File: config.mk
export PLATFORM = sky130hd
export DESIGN_NAME = bmfs_front
export DESIGN_NICKNAME = d
export VERILOG_FILES = /design/src/rtl/bmfs_pkg.sv /design/src/rtl/bmfs_front.sv
export SDC_FILE = /design/constraint.sdc
export NUM_CORES = 1
export LEC_CHECK = 0
export BUFFER_PORTS_ARGS = -buffer_cell sky130_fd_sc_hd__buf_2
export CORE_ASPECT_RATIO = 1.2
export CORE_MARGIN = 5
export CORE_UTILIZATION = 44
export DETAILED_ROUTE_END_ITERATION = 7
export HOLD_SLACK_MARGIN = 0.08
export PLACE_DENSITY = 0.73
export SKIP_LAST_GASP = 1
export SYNTH_ARGS = -nofsm -noshare
export SYNTH_HDL_FRONTEND = slang
export SYNTH_SLANG_ARGS = --single-unit
File: constraint.sdc
create_clock -name clk_i -period 7.5 [get_ports clk_i]
set_input_delay 1.5 -clock clk_i [delete_from_list [all_inputs] [get_ports clk_i]]
set_output_delay 1.5 -clock clk_i [all_outputs]
set_load 0.01 [all_outputs]
File: src/rtl/bmfs_pkg.sv
// Shared constants, codes and transaction types of the block-mapped file store.
package bmfs_pkg;

  localparam int FILE_SLOTS      = 32;
  localparam int POOL_BLOCKS     = 256;
  localparam int BLOCK_BYTES     = 512;
  localparam int BLOCKS_PER_FILE = 8;

  localparam int SLOT_W    = $clog2(FILE_SLOTS);
  localparam int BLK_W     = $clog2(POOL_BLOCKS);
  localparam int WITHIN_W  = $clog2(BLOCK_BYTES);
  localparam int ENTRY_W   = $clog2(BLOCKS_PER_FILE);
  localparam int MAP_W     = SLOT_W + ENTRY_W;
  localparam int MAP_DEPTH = FILE_SLOTS * BLOCKS_PER_FILE;
  localparam int STORE_W   = BLK_W + WITHIN_W;
  localparam int STORE_DEPTH = POOL_BLOCKS * BLOCK_BYTES;
  localparam int OP_W      = 3;
  localparam int OFF_W     = 16;
  localparam int DATA_W    = 8;
  localparam int STATUS_W  = 3;
  localparam int LEN_W     = 13;
  localparam int ENTRYF_W  = OFF_W - WITHIN_W;

  localparam logic [OP_W-1:0] OPC_CREATE = 3'd0;
  localparam logic [OP_W-1:0] OPC_WRITE  = 3'd1;
  localparam logic [OP_W-1:0] OPC_READ   = 3'd2;
  localparam logic [OP_W-1:0] OPC_TRUNC  = 3'd3;
  localparam logic [OP_W-1:0] OPC_DELETE = 3'd4;
  localparam logic [OP_W-1:0] OPC_QUERY  = 3'd5;

  localparam logic [STATUS_W-1:0] ST_OK       = 3'd0;
  localparam logic [STATUS_W-1:0] ST_BADFILE  = 3'd1;
  localparam logic [STATUS_W-1:0] ST_EOF      = 3'd2;
  localparam logic [STATUS_W-1:0] ST_UNMAPPED = 3'd3;
  localparam logic [STATUS_W-1:0] ST_NOSPACE  = 3'd4;
  localparam logic [STATUS_W-1:0] ST_NOSLOT   = 3'd5;

  typedef enum logic [2:0] {
    CMD_CREATE,
    CMD_WRITE,
    CMD_READ,
    CMD_TRUNC,
    CMD_DELETE,
    CMD_QUERY,
    CMD_BAD
  } cmd_kind_e;

  typedef struct packed {
    cmd_kind_e            kind;
    logic [SLOT_W-1:0]    file_index;
    logic [OFF_W-1:0]     offset;
    logic [DATA_W-1:0]    data;
    logic [ENTRY_W-1:0]   entry;
    logic [WITHIN_W-1:0]  byte_sel;
    logic                 entry_over;
  } cmd_t;

  typedef struct packed {
    logic [STATUS_W-1:0] status;
    logic [DATA_W-1:0]   rbyte;
    logic [SLOT_W-1:0]   slot;
    logic [LEN_W-1:0]    len;
  } res_t;

  typedef enum logic [3:0] {
    S_IDLE,
    S_EXEC,
    S_MAPUSE,
    S_RDWAIT,
    S_SLOTSCAN,
    S_BLKSCAN,
    S_CLEAR,
    S_WRBYTE,
    S_DROP,
    S_FREE
  } back_state_e;

endpackage

File: src/rtl/bmfs_front.sv
// Front end: accepts transactions, decodes them and queues them for the back end.
module bmfs_front import bmfs_pkg::*; (
  input  logic                clk_i,
  input  logic                rst_ni,
  input  logic                push,
  output logic                full,
  input  logic [OP_W-1:0]     opcode_i,
  input  logic [SLOT_W-1:0]   file_index_i,
  input  logic [OFF_W-1:0]    offset_i,
  input  logic [DATA_W-1:0]   data_byte_i,
  output cmd_t                cmd_o,
  output logic                cmd_valid_o,
  input  logic                cmd_pop_i
);

  cmd_t       cls;
  cmd_t       q_mem [2];
  logic       wr_ptr_q, wr_ptr_d, rd_ptr_q, rd_ptr_d;
  logic [1:0] cnt_q, cnt_d;
  logic       do_push, do_pop;

  always_comb begin
    cls.file_index = file_index_i;
    cls.offset     = offset_i;
    cls.data       = data_byte_i;
    cls.byte_sel   = offset_i[WITHIN_W-1:0];
    cls.entry      = offset_i[WITHIN_W +: ENTRY_W];
    cls.entry_over = offset_i[OFF_W-1:WITHIN_W] >= ENTRYF_W'(BLOCKS_PER_FILE);
    unique case (opcode_i)
      OPC_CREATE: cls.kind = CMD_CREATE;
      OPC_WRITE:  cls.kind = CMD_WRITE;
      OPC_READ:   cls.kind = CMD_READ;
      OPC_TRUNC:  cls.kind = CMD_TRUNC;
      OPC_DELETE: cls.kind = CMD_DELETE;
      OPC_QUERY:  cls.kind = CMD_QUERY;
      default:    cls.kind = CMD_BAD;
    endcase
  end

  assign full        = (cnt_q == 2'd2);
  assign cmd_valid_o = (cnt_q != 2'd0);
  assign cmd_o       = q_mem[rd_ptr_q];
  assign do_push     = push && !full;
  assign do_pop      = cmd_pop_i && cmd_valid_o;

  always_comb begin
    wr_ptr_d = do_push ? !wr_ptr_q : wr_ptr_q;
    rd_ptr_d = do_pop ? !rd_ptr_q : rd_ptr_q;
    cnt_d    = cnt_q + 2'(do_push) - 2'(do_pop);
  end

  always_ff @(posedge clk_i) begin
    if (do_push) begin
      q_mem[wr_ptr_q] <= cls;
    end
  end

  always_ff @(posedge clk_i or negedge rst_ni) begin
    if (!rst_ni) begin
      wr_ptr_q <= 1'b0;
      rd_ptr_q <= 1'b0;
      cnt_q    <= 2'd0;
    end else begin
      wr_ptr_q <= wr_ptr_d;
      rd_ptr_q <= rd_ptr_d;
      cnt_q    <= cnt_d;
    end
  end

endmodule

Word-level counts from Yosys, hierarchy flattened --
Memory sizes are Yosys's and may differ from the RTL's. Index checks and enable logic that the tools add are counted.
Storage, ports and cells: memories 1, register bits 4, bits of input ports 36, output and inout bits 47, bits in writable memories 90
Cells by class: $lt $le $gt $ge 1, reductions and logical operators 7, multiplexer cells 3, add/subtract/negate cells 2, equal/unequal tests 6
Memory list:
- q_mem | depth 2, width 45, read ports 1, clocked after Yosys merged registers in 0, wr ports 1, RTL line bmfs_front.sv:17 | cmd_t q_mem [2];
Operators with widths (number):
- $pmux 3 s6 | 1
- $ge 7x4->1 const B | 1
- $eq 3x2->1 const B | 2
- $eq 3x3->1 const B | 2
- $eq 3x1->1 const B | 1
- $logic_not 1->1 | 3
- $logic_not 3->1 | 1
- $add 2x1->2 | 1
- $eq 2x2->1 const B | 1
- $logic_and 1x1->1 | 2
- $mux 1 | 2
- $reduce_bool 2->1 | 1
- $sub 2x1->2 | 1

Logic depth before layout (Yosys ltp) --
Gate-level depths: netlist of the first run.
depth after elaboration 5, mapped depth 7

Least setup slack after synthesis of the first run --
Ideal clock, no wire load.
path kind input port to flip-flop, start point input push, end point memory q_mem[0][0] in the netlist's numbering, enable pin, arrival time 2990 ps, data required time 7077 ps, buffers on the path 0, library setup time 423 ps, cell stages on the path 2, path slack 4087 ps, cells stage by stage nand2_1 nor2_1
On the way: cells in the longest elaborated chain, start to end 3
RTL lines:
- from (decl) | RTL line bmfs_front.sv:5 | input logic push,
- $logic_and 1x1->1 | RTL line bmfs_front.sv:43 | assign do_push = push && !full;
- $mux 1 | RTL line bmfs_front.sv:53 | if (do_push) begin
- $mux 1 (not written as such) | RTL line bmfs_front.sv:54 | q_mem[wr_ptr_q] <= cls;
- to (decl) | RTL line bmfs_front.sv:17
Every way passes these cells.

==> run summary, run 1 <==
status = finished clean
remaining antenna violation count after routing = 0
Clock Skew = 3.80 ps
n_diodes = 0
Slowest Stage Delay on Critical Path = 1050 ps
most frequent cells in the layout = buf_2, edfxtp_1, mux2_4
power density cells = 395 nW/um^2
Via Count = 1379
Fillers = 542
Clock Pin Slew Worst Setup and Hold Paths = 70 ps
xor and xnor area share after synthesis = 1.24%
Met2 Routed Length = 2.36 mm
Post-Layout Cell Count = 302
Routed Wire Length = 4.41 mm
hold path depth = 1
post-synthesis adder-cell area fraction = 0.887%
Register-to-Register Path Depth = 3
cell at the slowest stage of the critical path = dfrtp_2
placed cell count = 286
IO Port Bufs = 82
mean area per synthesized cell = 20.6 um^2
I/O Pins = 83
layout cells sized above 1 = 60.8%
DR pass1 iterations = 2
post-cts sizing count = 0
P&R area growth vs syn = 20.9%
crit-path cells = mux2_2, buf_2
setup TNS = 0 ps
FF+latch count, synth = 70
gr ovfl total = 0
clk buf depth = 2
Top Metal Used = met4
post-detail-place hpwl = 3.00 mm
root buffer cell = clkbuf_8
Post-Syn Instances = 137
worst-margin pin slew = 1030 ps
DRC viols = 0
Skew-Pair Late Insertion Delay = 330 ps
global-route wire length before repair = 7.18 mm
gpl congestion = 0.679
Most used DFF post-synth = edfxtp_1
Die X = 83.1 um
largest family of logic cells by synthesized area = multiplexers
Worst Path Class, Setup = flop to primary output
Leak = 1.40 nW
met3 wire len = 279 um
vias in the first global route = 1476
sequential area share after synthesis = 73.8%
# setup viols final = 0
Startpoint Class = flop
HP Class = flop to flop
Max-Cap Viols = 0
CP top delay family = flip-flops
postcts setup bufs = 0
Worst Path Max Fanout = 34
RSZ-0062 raised after global routing = false
initial antenna violation count = 0
Hold Path End = cnt_q[1]
Max H-tree Level = 3
EDFF count, synth = 66
complex-gate fraction of the synthesized area = 0.266%
total power = 1.35 mW
drt initial violations = 76
largest net degree at the start of global routing = 35
Final Hold Fails = 0
Min-Delay Startpoint = cnt_q[1]
Slew Viols, Final = 0
Post-Synth Simple-Gate Area = 1.51%
CTS Sinks = 70
pre-CTS setup slack = 4360 ps
Post-layout nets = 250
DR WL/cell = 14.6 um
post-synthesis mux area share = 17.0%
Syn Std Cell Area = 2820 um^2
Worst EP required = 6000 ps
Starting Density = 44.6%
CTS Hold Buffers Added = 0
Die ar. = 8120 um^2
fmax = 0.291 GHz
Die Height = 97.7 um
Ys Warns = 0
final worst slack = 4060 ps
arrival time worst endpoint = 1940 ps
Core Region = 6330 um^2
GRT Util Overall = 11.4%
Async SR Flop Fraction = 5.71%
total CTS buffers = 9
synth unique cells = 19
Setup crit end kind = primary output
Reg-to-Reg Start = cnt_q[1]
CTS tree = done
most common cell after layout, fill and taps aside = buf_2
vias per cell = 4.57
Peak supply drop = 0.358 mV
R2R Setup Slk = 5680 ps
final period utilization = 45.9%
Worst slew margin = 31.0%
Tmin final = 3440 ps
FF-to-FF End = q_mem[0][17]
# rows = 32
Syn Nets = 175
routed length on met1 = 1.67 mm
Critical path buffers and inverters = 1
-- per-layer routing --
layer | global-route usage, % | up-vias
met5 | 0 | -
met4 | 6.79 | 0
met3 | 4.22 | 10
met2 | 19.3 | 42
met1 | 12.2 | 674
li1 | - | 653
-- per-stage QoR --
stage          cell area (um^2)  hold WS, ps  utilization [%]
5_1_grt                    3410          553             53.9
2_1_floorplan              2820          460                -
3_5_place_dp               3210          501             50.7
6_report                   3410          512             53.9
3_3_place_gp               3210          486             50.7
4_1_cts                    3410          513             53.9
-- state kept, by name (all words and copies together), names as in the netlist --
signal    flops
cnt_q         2
wr_ptr_q      1
q_mem        66
rd_ptr_q      1
-- worst reg2reg max path, stage by stage, from the launching register on --
cell      delay (ps)
dfrtp_1          410
nand2b_1         110
nand2_1          140
nor2_4           770
-- power breakdown --
group | internal, mW | switching (mW) | total (mW)
Combinational | 0.235 | 0.193 | 0.428
Clock | 0.185 | 0.126 | 0.311
Sequential | 0.537 | 0.0727 | 0.610
Total | 0.957 | 0.391 | 1.35
-- worst max-delay path by stage --
stage	startpoint	to	cells past startpoint
floorplan	push	q_mem[0][0]	2
global placement	rd_ptr_q	cmd_o[35]	2
detailed placement	rd_ptr_q	cmd_o[44]	2
CTS	rd_ptr_q	cmd_o[44]	2
global route	rd_ptr_q	cmd_o[34]	2
finish	rd_ptr_q	cmd_o[44]	2
-- Yosys cell counts (2+ instances only) --
cell type | number | area, um^2
clkbuf_1 | 2 | 7.51
xnor2_1 | 3 | 26.3
ha_1 | 2 | 25.0
buf_4 | 12 | 90.1
mux2_2 | 4 | 45.0
mux2_4 | 29 | 435
dfrtp_1 | 4 | 100
inv_1 | 2 | 7.51
buf_6 | 4 | 45.0
edfxtp_1 | 66 | 1980
-- cells by family after synthesis --
logic type | Yosys count
DFF | 70
AOI/OAI and AO/OA | 1
adders and majority gates | 2
and+or+nand+nor | 7
buffers and inverters | 20
muxes | 33
xor gates and xnor gates | 4
-- final cells by class --
class                      instances  area (um^2)  area share, %
sequential                        70         2080           61.1
clock inverter                     5         73.8           2.16
clock buffer                      11          131           3.85
inverter                           2         7.51          0.220
timing repair buffer              82          410           12.0
tap                               85          106           3.12
multi-input combinational         47          599           17.6
No activity file was read; power rests on OpenSTA's default activity.
==> inputs of run 2 (changes only) <==
--- a/config.mk
+++ b/config.mk
@@ -5,6 +5,7 @@
 export SDC_FILE = /design/constraint.sdc
 export NUM_CORES = 1
 export LEC_CHECK = 0
+export ABC_AREA = 1
 export BUFFER_PORTS_ARGS = -buffer_cell sky130_fd_sc_hd__buf_2
 export CORE_ASPECT_RATIO = 1.2
 export CORE_MARGIN = 5
==> constraint.sdc (replaced) <==
create_clock -name clk_i -period 3.3 [get_ports clk_i]
set_input_delay 0.66 -clock clk_i [delete_from_list [all_inputs] [get_ports clk_i]]
set_output_delay 0.66 -clock clk_i [all_outputs]
set_load 0.01 [all_outputs]
==> run summary, run 2 <==
status = finished clean
Syn Nets = 261 (+49%)
DR WL/cell = 12.9 um (-12%)
Syn Std Cell Area = 2840 um^2 (+0.44%)
Die Height = 97.9 um (+0.20%)
Ys Warns = 0 (unchanged)
ranking of synthesized cells by area = edfxtp_1, nand2_1, dfrtp_1
Tmin final = 2150 ps
Core Region = 6370 um^2 (+0.63%)
Final Hold Fails = 0 (unchanged)
sequential area share after synthesis = 73.4% (-0.33 points)
FF+latch count, synth = 70 (unchanged)
count leader, synth = nand2_1
Peak supply drop = 0.420 mV (+18%)
Reg power frac = 42.8% (-2.4 points)
arrival time worst endpoint = 1490 ps (-450 ps)
CTS tree = done
Worst slew margin = 35.8% (+4.7 points)
P&R area growth vs syn = 18.5%
Starting Density = 44.5% (-0.084 points)
power density cells = 887 nW/um^2 (+120%)
Max-Cap Viols = 0 (unchanged)
Async SR Flop Fraction = 5.71% (unchanged)
Worst Path Class, Setup = flop to primary output
max FFs per register = 66 (unchanged)
post-cts sizing count = 0 (unchanged)
# rows = 32 (unchanged)
# setup viols final = 0 (unchanged)
Register-to-Register Path Depth = 3 (unchanged)
clk buf depth = 2 (unchanged)
initial antenna violation count = 0 (unchanged)
combinational share of power = 36.0% (+4.3 points)
Die ar. = 8160 um^2 (+0.40%)
fmax = 0.466 GHz
global-route wire length before repair = 8.32 mm (+16%)
HP Class = input pin to asynchronous set/reset pin
Leak = 1.51 nW (+8.3%)
post-synth top area cell = edfxtp_1
I/O Pins = 83 (unchanged)
Sw Pwr = 1.06 mW (+170%)
vias per cell = 4.46 (-2.4%)
post-detail-place hpwl = 3.26 mm (+8.5%)
register name with the most flops = q_mem
Routed Wire Length = 4.98 mm (+13%)
FF-to-FF End = q_mem[1][30]
mean area per synthesized cell = 12.7 um^2 (-38%)
setup TNS = 0 ps (unchanged)
remaining antenna violation count after routing = 0 (unchanged)
RSZ-0062 raised after global routing = false
worst-margin pin slew = 961 ps (-73.3 ps)
share of the synthesized area in the top cell type = 69.9% (-0.31 points)
IO Port Bufs = 82 (unchanged)
n_diodes = 0 (unchanged)
largest net degree at the start of global routing = 35 (unchanged)
Worst Path Max Fanout = 34 (unchanged)
final period utilization = 65.0%
Setup crit end kind = primary output
total CTS buffers = 9 (unchanged)
synth unique cells = 15 (-4)
Startpoint Class = flop
layout cells sized above 1 = 37.5% (-23 points)
Post-layout nets = 335 (+34%)
Post-Syn Instances = 223 (+63%)
R2R Setup Slk = 1510 ps (-4170 ps)
Via Count = 1721 (+25%)
CTS Hold Buffers Added = 0 (unchanged)
Top Registers = q_mem x66, cnt_q x2
Max H-tree Level = 3 (unchanged)
utilization after layout = 52.8% (-1.2 points)
Most used DFF post-synth = edfxtp_1
sw frac = 35.6% (+6.6 points)
Worst EP required = 2640 ps (-3360 ps)
Skew-Pair Late Insertion Delay = 330 ps (about the same)
DRC viols = 0 (unchanged)
drt initial violations = 87 (+14%)
DR pass1 iterations = 4 (+2)
Clock Pin Slew Worst Setup and Hold Paths = 70 ps (about the same)
postcts setup bufs = 0 (unchanged)
most frequent cells after synthesis = nand2_1, edfxtp_1, nand2_2
gr ovfl total = 0 (unchanged)
GRT Util Overall = 13.1% (+1.7 points)
Internal = 1.92 mW (+100%)
EDFF count, synth = 66 (unchanged)
CTS Sinks = 70 (unchanged)
vias in the first global route = 1770 (+20%)
Slew Viols, Final = 0 (unchanged)
gpl congestion = 0.694 (+2.2%)
Reg-to-Reg Start = cnt_q[1]
Die X = 83.3 um (+0.20%)
Clk pwr share = 21.2% (-1.8 points)
root buffer cell = clkbuf_8
most frequent cells in the layout = nand2_1, buf_2, edfxtp_1
most common cell after layout, fill and taps aside = nand2_1
Clock Skew = 8.78 ps (+4.98 ps)
-- run 2: changes by cell type after synthesis, sizes merged, moves of 2 or more --
cell    change
inv         +8
nand3       +3
mux2       -33
clkbuf      +3
nor2        +2
xnor2       -3
nand2     +112
-- run 2: how the worst max path moves through the flow --
stage | startpoint | endpoint | slack (ps) | depth (start not counted)
5_1_grt | rd_ptr_q | cmd_o[9] | 1000 | 4
6_report | rd_ptr_q | cmd_o[35] | 1150 | 4
3_5_place_dp | push | q_mem[1][16] | 1240 | 3
2_1_floorplan | push | q_mem[1][0] | 740 | 2
3_3_place_gp | push | q_mem[1][20] | 1290 | 3
4_1_cts | rd_ptr_q | cmd_o[35] | 1110 | 4
-- run 2: critical path: stages, from the launching register on --
cell and delay (ps):
dfrtp_1 440, buf_4 370, nand2_1 100, nand2_1 100, buf_2 130
-- run 2: logic make-up (layout without fill, tap and decap cells) --
family / after synthesis / count (layout) / synth area share [%]
fa+ha+maj: 2 / 2 / 0.882
simple gates: 119 / 119 / 17.0
compound gates: 1 / 1 / 0.265
flops: 70 / 70 / 73.4
buf+inv: 31 / 109 / 8.38
-- run 2: cell type report --
type	count	area [um^2]
multi-input combinational	122	523
timing repair buffer	84	425
clock inverter	6	53.8
tap	85	106
fill	569	3010
sequential	70	2080
inverter	10	45.0
clock buffer	9	124
-- run 2: metrics by stage --
step	hold slack, ps	cells	cell area, um^2	worst slack [ps]	total power, mW
floorplan	364	223	2840	738	2.14
global placement	457	371	3180	1290	2.37
detailed placement	470	371	3180	1240	2.40
CTS	102	386	3360	1110	3.04
global route	97.6	386	3360	995	3.20
finish	117	386	3360	1150	2.98
-- run 2: power by group through the flow --
stage | Clock [mW] | Combinational (mW) | Sequential [mW]
floorplan | 0 | 0.857 | 1.28
detailed placement | 0 | 1.11 | 1.29
global route | 0.685 | 1.22 | 1.29
finish | 0.632 | 1.07 | 1.27
CTS | 0.648 | 1.11 | 1.28
global placement | 0 | 1.08 | 1.29
-- run 2: metal layers --
metal  global-route usage [%]  share of wire [%]
met5                        0                  0
met4                     7.67                3.0
met3                     3.97                5.4
met2                     23.5                 54
met1                     13.5                 37
==> inputs of run 3 (changes only) <==
--- a/config.mk
+++ b/config.mk
@@ -5,14 +5,14 @@
 export SDC_FILE = /design/constraint.sdc
 export NUM_CORES = 1
 export LEC_CHECK = 0
-export ABC_AREA = 1
+export ABC_AREA = 0
 export BUFFER_PORTS_ARGS = -buffer_cell sky130_fd_sc_hd__buf_2
 export CORE_ASPECT_RATIO = 1.2
 export CORE_MARGIN = 5
 export CORE_UTILIZATION = 44
 export DETAILED_ROUTE_END_ITERATION = 7
 export HOLD_SLACK_MARGIN = 0.08
-export PLACE_DENSITY = 0.73
+export PLACE_DENSITY = 0.75
 export SKIP_LAST_GASP = 1
 export SYNTH_ARGS = -nofsm -noshare
 export SYNTH_HDL_FRONTEND = slang
==> constraint.sdc (replaced) <==
create_clock -name clk_i -period 1.9 [get_ports clk_i]
set_input_delay 0.38 -clock clk_i [delete_from_list [all_inputs] [get_ports clk_i]]
set_output_delay 0.38 -clock clk_i [all_outputs]
set_load 0.01 [all_outputs]
==> run summary, run 3 (synthesis gave the netlist of run 1 again) <==
worst-margin pin slew = 256 ps (-705 ps)
Starting Density = 44.6% (+0.084 points)
Post-Layout Cell Count = 308 (-20%)
Slew Viols, Final = 0 (unchanged)
Max-Cap Viols = 0 (unchanged)
DR WL/cell = 14.9 um (+16%)
max FFs per register = 66 (unchanged)
flip-flop and latch area = 2080 um^2 (about the same)
Die X = 83.1 um (-0.20%)
gpl congestion = 0.698 (+0.62%)
Core Region = 6330 um^2 (-0.63%)
IO Port Bufs = 82 (unchanged)
Final Hold Fails = 0 (unchanged)
register name with the most flops = q_mem
crit-path cells = buf_6, mux2_2, buf_2
n_diodes = 0 (unchanged)
Slowest Stage Delay on Critical Path = 390 ps (-50 ps)
most common cell after layout, fill and taps aside = buf_2
status = finished clean
utilization after layout = 54.6% (+1.8 points)
Via Count = 1384 (-20%)
CTS tree = done
Peak supply drop = 0.888 mV (+110%)
Post-layout nets = 256 (-24%)
Worst slew margin = 82.7% (+47 points)
Max H-tree Level = 3 (unchanged)
fmax = 0.550 GHz
I/O Pins = 83 (unchanged)
post-detail-place hpwl = 3.31 mm (+1.7%)
final period utilization = 95.7%
total power = 5.23 mW (+76%)
Worst EP required = 1520 ps (-1120 ps)
# setup viols final = 0 (unchanged)
CTS Sinks = 70 (unchanged)
Setup crit end kind = primary output
arrival time worst endpoint = 1440 ps (-50 ps)
HP Class = input pin to flop
Top Registers = q_mem x66, cnt_q x2
most frequent cells in the layout = buf_2, edfxtp_1, mux2_4
Tmin final = 1820 ps
initial antenna violation count = 0 (unchanged)
clk buf depth = 2 (unchanged)
RSZ-0062 raised after global routing = false
Skew-Pair Late Insertion Delay = 330 ps (about the same)
Startpoint Class = flop
final worst slack = 82.5 ps (-1070 ps)
Die ar. = 8120 um^2 (-0.40%)
# rows = 32 (unchanged)
Die Height = 97.7 um (-0.20%)
global-route wire length before repair = 7.44 mm (-11%)
pre-CTS setup slack = 184 ps (-1050 ps)
remaining antenna violation count after routing = 0 (unchanged)
setup TNS = 0 ps (unchanged)
total CTS buffers = 9 (unchanged)
DR pass1 iterations = 4 (unchanged)
GRT Util Overall = 12.1% (-1.1 points)
vias in the first global route = 1516 (-14%)
placed cell count = 291 (-22%)
Critical path buffers and inverters = 2 (unchanged)
CP top delay family = flip-flops
largest net degree at the start of global routing = 34 (-2.9%)
vias per cell = 4.49 (+0.78%)
layout cells sized above 1 = 61.0% (+23 points)
root buffer cell = clkbuf_8
Clock Skew = 9.41 ps (+0.631 ps)
DRC viols = 0 (unchanged)
power density cells = 1520 nW/um^2 (+71%)
Clock Pin Slew Worst Setup and Hold Paths = 70 ps (about the same)
P&R area growth vs syn = 22.4%
drt initial violations = 45 (-48%)
gr ovfl total = 0 (unchanged)
Fillers = 524 (-7.9%)
cell at the slowest stage of the critical path = dfrtp_2
Worst Path Max Fanout = 16 (-53%)
Routed Wire Length = 4.59 mm (-7.7%)
Worst Path Class, Setup = flop to primary output
area of the multi-input gates = 599 um^2 (+15%)
Leak = 1.42 nW (-6.2%)
## run 3: report_power, final
| group | switching, mW | internal (mW) |
|---|---|---|
| clock | 0.486 | 0.541 |
| sequential | 0.113 | 2.12 |
| combinational | 0.965 | 1.01 |
| total | 1.56 | 3.67 |
## run 3: routing by layer
| layer | part of all wire, % | GRT usage [%] | routed length (um) |
|---|---|---|---|
| met1 | 38 | 12.6 | 1730 |
| met2 | 55 | 20.9 | 2510 |
| met3 | 5.4 | 3.80 | 247 |
| met4 | 2.1 | 7.55 | 95 |
| met5 | 0 | 0 | 0 |
## run 3: timing repair
item | in CTS | in global routing
endpoints found under the setup margin | 4 | 0
resized for setup | 1 | 0
buffers inserted | 0 | 0
endpoints found under the hold margin | 4 | 0
hold buffers | 1 | 0
## run 3: area by class of cell
type,count,share of cell area (%)
Timing Repair Buffer,88,14.1
Inverter,2,0.217
Clock inverter,2,0.254
Multi-Input combinational cell,47,17.3
Clock buffer,14,4.71
Sequential cell,70,60.3
Tap cell,85,3.08
## run 3: per-stage QoR
stage	hold slack [ps]	cell area (um^2)
floorplan	84.4	2830
global placement	188	3270
detailed placement	190	3270
CTS	212	3450
global route	214	3450
finish	234	3450
## run 3: final timing paths
kind	start	slack [ps]	cells past startpoint	endpoint
worst max register to register	cnt_q[1]	170	7	cnt_q[1]
min in group asynchronous	rst_ni	390	2	cnt_q[0]
worst min-delay path	offset_i[4]	230	1	q_mem[0][25]
worst min register to register	cnt_q[1]	510	1	cnt_q[1]
max in group asynchronous	rst_ni	1380	2	rd_ptr_q
worst max-delay path	rd_ptr_q	80	3	cmd_o[34]
